File: src/design/ica_ram.sv
// Generic simple dual-port RAM: one write port, one read port, registered read.
// No dependencies.
`timescale 1ns / 1ps

module ica_ram #(
	parameter int WIDTH = 32,
	parameter int DEPTH = 16,
	localparam int AW = (DEPTH > 1) ? $clog2(DEPTH) : 1
) (
	input  logic             clk,
	input  logic             wr_en,
	input  logic [AW-1:0]    wr_addr,
	input  logic [WIDTH-1:0] wr_data,
	input  logic [AW-1:0]    rd_addr,
	output logic [WIDTH-1:0] rd_data
);

	logic [WIDTH-1:0] mem_q [DEPTH];
	logic [WIDTH-1:0] rd_data_q;

	always_ff @(posedge clk) begin
		if (wr_en) begin
			mem_q[wr_addr] <= wr_data;
		end
		rd_data_q <= mem_q[rd_addr];
	end

	assign rd_data = rd_data_q;

endmodule

File: config.mk
export PLATFORM = sky130hd
export DESIGN_NAME = ica_ram
export DESIGN_NICKNAME = d
export VERILOG_FILES = /design/src/design/ica_ram.sv
export SDC_FILE = /design/constraint.sdc
export NUM_CORES = 1
export LEC_CHECK = 0
export ABC_AREA = 1
export BUFFER_PORTS_ARGS = -buffer_cell sky130_fd_sc_hd__buf_2
export CORE_UTILIZATION = 40
export DETAILED_ROUTE_END_ITERATION = 16
export REMOVE_ABC_BUFFERS = 1
export SETUP_SLACK_MARGIN = 0.05
export SYNTH_ARGS = -nofsm -noshare
export SYNTH_HDL_FRONTEND = slang
export SYNTH_SLANG_ARGS = --single-unit
File: constraint.sdc
create_clock -name clk -period 2.2 [get_ports clk]
set_input_delay 0.22 -clock clk [delete_from_list [all_inputs] [get_ports clk]]
set_output_delay 0.22 -clock clk [all_outputs]
set_load 0.005 [all_outputs]
== Yosys cells after proc, flatten, opt, wreduce, memory -nomap -nowiden ==
Memories as Yosys holds them, arrays and structs flattened. A register that Yosys moved wholly into a read port is not among the register bits.
Index checks and enable logic that the tools add are counted.
W data, S select, Z words.
Storage, ports and cells
  latch bits: 0
  memories kept: 1
  output and inout bits: 32
  RAM bits: 512
  flip-flop bits (word level): 0
  bits in read-only memories: 0
Cells by class
  div/mod/pow operators: 0
  shifts and indexed selects: 0
  reduce and logical (&&, ||, !) cells: 0
  bitwise gates (word level): 0
  magnitude comparators: 0
  mux-type cells: 2
  $add $sub $neg: 0
  eq/ne operators: 0
  multipliers: 0
Memories
  mem_q: words 16, bits a word 32, read ports 1, clocked after Yosys merged registers in 1, write ports 1, RTL line 18  | logic [WIDTH-1:0] mem_q [DEPTH];
Operators with widths (number)
  $mux W1: 2

== Logic depth before layout (Yosys ltp) ==
  depth in word-level cells: 2
  depth in mapped cells: 10

== Least setup slack after synthesis ==
Ideal clock, no wire load.
  kind: input-to-reg
  from: input wr_addr[2]
  to: memory mem_q[10][0] (enable)
  setup time: 421 ps
  slack: -13 ps
  stages on the path: 2
  arrival time: 1792 ps
  required time: 1779 ps
  cell sequence: nand3b_1 nor2_1
RTL lines
  from (decl): RTL line 12  | input logic [AW-1:0] wr_addr,
  to (decl): RTL line 18
No word-level cell before the write port.

== Final worst setup path ==
  from: register rd_data_q[18], in the netlist rd_data[18] (read register of mem_q)
  to: output rd_data[18]
RTL lines
  from (decl): RTL line 19  | logic [WIDTH-1:0] rd_data_q;
  to (decl): RTL line 15  | output logic [WIDTH-1:0] rd_data
No word-level cell between the ends.

==> metrics.md <==
| Metric | Value |
|---|---|
| Post-synth top area share | between 60 and 70% |
| Post-synth EDFFs | 512 |
| Routed vias | approximately 15,000 |
| Largest family of logic cells by synthesized area | simple AND/OR/NAND/NOR gates |
| FF/Latch Area | around 16,000 sq um |
| DP Worst Slack | approximately 0.57 ns |
| Most common cell in the synthesized netlist | nand2_1 |
| Utilization after layout | a little under half |
| Dominant cell type by area after synthesis | edfxtp_1 |
| Clock sinks | 544 |
| I/O pin count | 74 |
| First-pass detailed-route iteration total | 5 |
| Mux contribution to synthesized area | 0% |
| GRT overflow | 0 |
| Routability cong. | ~0.76 |
| Clock slew at reported path FFs | 0.06 ns |
| Avg WL per Cell | 17.7 microns |
| Power Dens Cells | a little under 900 nW/um^2 |
| Finished Cell Area | 26,300 sq um |
| CP Depth | 1 |
| Maximum vdd ir drop | 0.550 mV |
| Cts hold-fix bufs | 25 |
| Max_cap viols | 0 |
| PortBufs | 73 |
| Tcrit/Tclk final | around 63% |
| Synthesized instance count | 2,120 |
| Initial antenna violation count | 1 |
| Relative slew slack | between 40 and 50% |
| Worst-case reg-to-reg path depth | 6 |
| Layout cells sized above 1 | about a tenth |
| Main synth FF type | edfxtp_1 |
| Nature of the critical path startpoint | flop |
| Fin crit period | between 1 and 1.5 ns |
| Setup TNS | 0 ns |
| DR vias/cell | 4.84 |
| Core region area | between 50,000 and 60,000 sq um |
| Area of the multi-input gates | 4670 sq um |
| Netlist cell types | 15 |
| Die ar. | 57,800 sq um |
| CTS H-tree depth | 2 |
| WP data required | 1.98 ns |
| DIE WIDTH | 240 microns |
| DRT iter0 DRCs | approximately 1,100 |
| Final setup viols | 0 |
| Post-placement cell area | approximately 24,000 sq um |
| Area Overhead vs Synth | 15.6% |
| Ys async rst share | 0% |
| Final net count | ~2,300 |
| Hold depth | 1 |
| PostCTS Resize Cnt | 0 |
| Min-Delay Path Class | input pin to flop |
| Max FO, Critical Path | 1 |
| Total CTS buffers | 57 |
| Chip height | between 200 and 250 microns |
| Max Freq | between 700 and 800 MHz |
| Clock Skews | just under 0.01 ns |
| Worst-margin pin slew | about 0.76 ns |
| DRT Wirelength | roughly 53 mm |
| Setup ws final | ~0.82 ns |
| First-pass GRT wire length | a little over 80 mm |
| Final Hold Viols | 0 |
| Final Instance Count excl. Fillers | 3,018 |
| Worst skew pair latency | approximately 0.60 ns |
| Clk root buf | clkbuf_16 |
| Delay-heaviest family, CP | flip-flops |
| WS Path Type | flop to primary output |
| Avg Cell Area, Syn | approximately 11 sq um |
| Starting Density | around two fifths |
| Yosys reg bits | around 540 |
| Post-synthesis compound-gate area fraction | 0% |
| Max-slew violations | 0 |
| Buf/Inv on CP | 1 |
| Crit path capture type | primary output |
| Clock Tree Buf Depth | 3 |
| Crit path max-delay cell type | dfxtp_1 |
| Post-synthesis sequential area ratio | 70.5% |
| Post-Synth Adder-Cell Area | 0% |
| RSZ-0062 raised after global routing | false |
| Commonest cells in the netlist | nand2_1 (677), edfxtp_1 (512), inv_1 (388), nand3_1 (385), buf_2 (41) |
| CP Data Arrival Time | 1.16 ns |
| Antenna viol nets, final | 0 |
| FP Rows | 87 |
| Post-Synth Simple-Gate Area | about 20% |
| Cells along the critical path | buf_2 |
| Status | completed |
| Design Power | about 23 mW |
| DR DRC count | 0 |
| Post-CTS Setup Bufs | 0 |
| Total track usage | around a fifth |
| # fillers | 5,158 |
| Largest net degree at the start of global routing | around 150 |
| Post-DP HPWL | between 20 and 30 mm |
| Vias in the first global route | approximately 14,000 |
| Placed Cells incl. Taps | 2,889 |
| Synth top area cells | edfxtp_1 (68%), nand2_1 (11%), nand3_1 (8.5%), inv_1 (6.4%), dfxtp_1 (2.8%) |
| Critical Path Max Stage Delay | ~0.4 ns |
| Hold WS | 0.0309 ns |
| N_diodes | 0 |
| Synth Cell Area | roughly 23,000 sq um |
| CTS tree | done |
| Xor/xnor cell area share of the yosys netlist | 0% |
| Yosys warns | 0 |
| Leak | 11.1 nW |
==> final timing paths <==
| kind | start | to | slack [ns] |
|---|---|---|---|
| min reg2reg | mem_q[2][5]$_DFFE_PP_ | rd_data[5]$_DFF_P_ | 0.65 |
| max | rd_data[18]$_DFF_P_ | rd_data[18] | 0.82 |
| max reg2reg | mem_q[14][8]$_DFFE_PP_ | rd_data[8]$_DFF_P_ | 1.05 |
| min | wr_data[10] | mem_q[15][10]$_DFFE_PP_ | 0.03 |
==> routing by layer <==
layer / share of wire [%] / GRT usage, % / vias to the layer above
met2: 49 / 32.2 / 367
li1: - / - / 7037
met1: 44 / 25.3 / 7125
met3: 4.8 / 2.89 / 85
met5: 0.017 / 0 / -
met4: 2.1 / 5.19 / 2
==> area by class of cell <==
type                       count  area share (%)
tap                          756            3.60
timing repair buffer         143            4.81
inverter                     390            5.60
multi-input combinational   1081            17.8
clock inverter                30            1.23
clock buffer                  74            6.05
sequential                   544            60.9
==> sequential cells by signal, summed over array words and instances, names as in the netlist <==
register	count
rd_data	32
mem_q	512
==> where the power goes <==
group	internal [mW]	leakage [nW]	switching, mW
Clock	5.87	0.941	3.88
Sequential	11.6	4.90	0.0768
Combinational	0.435	5.28	0.946
==> cells in the final DEF (no fill, tap or decap) <==
cell type	Yosys	routed
inv_2	1	2
edfxtp_1	512	512
nand3b_1	2	2
dfxtp_1	32	32
clkinv_2	0	12
clkbuf_16	0	57
buf_2	41	71
nand3_1	385	385
clkbuf_1	14	7
nor2_4	0	16
nand2_1	677	677
clkbuf_8	0	11
buf_4	6	22
clkinv_1	0	8
inv_1	388	386
dlygate4sd3_1	0	25
clkinvlp_4	0	3
nor2_1	17	1
bufinv_16	0	7
buf_12	1	24
inv_4	1	1
inv_6	0	1
==> cell families after synthesis <==
group | Yosys count
and+or+nand+nor | 1081
DFF | 544
buffers and inverters | 495
==> worst reg2reg max path: cells and delay by family (launching register included) <==
| family | cells | cell delay (ns) |
|---|---|---|
| buf+inv | 1 | 0.11 |
| flops | 1 | 0.42 |
| simple gates | 5 | 0.46 |
Power figures use the tool's default switching activity.
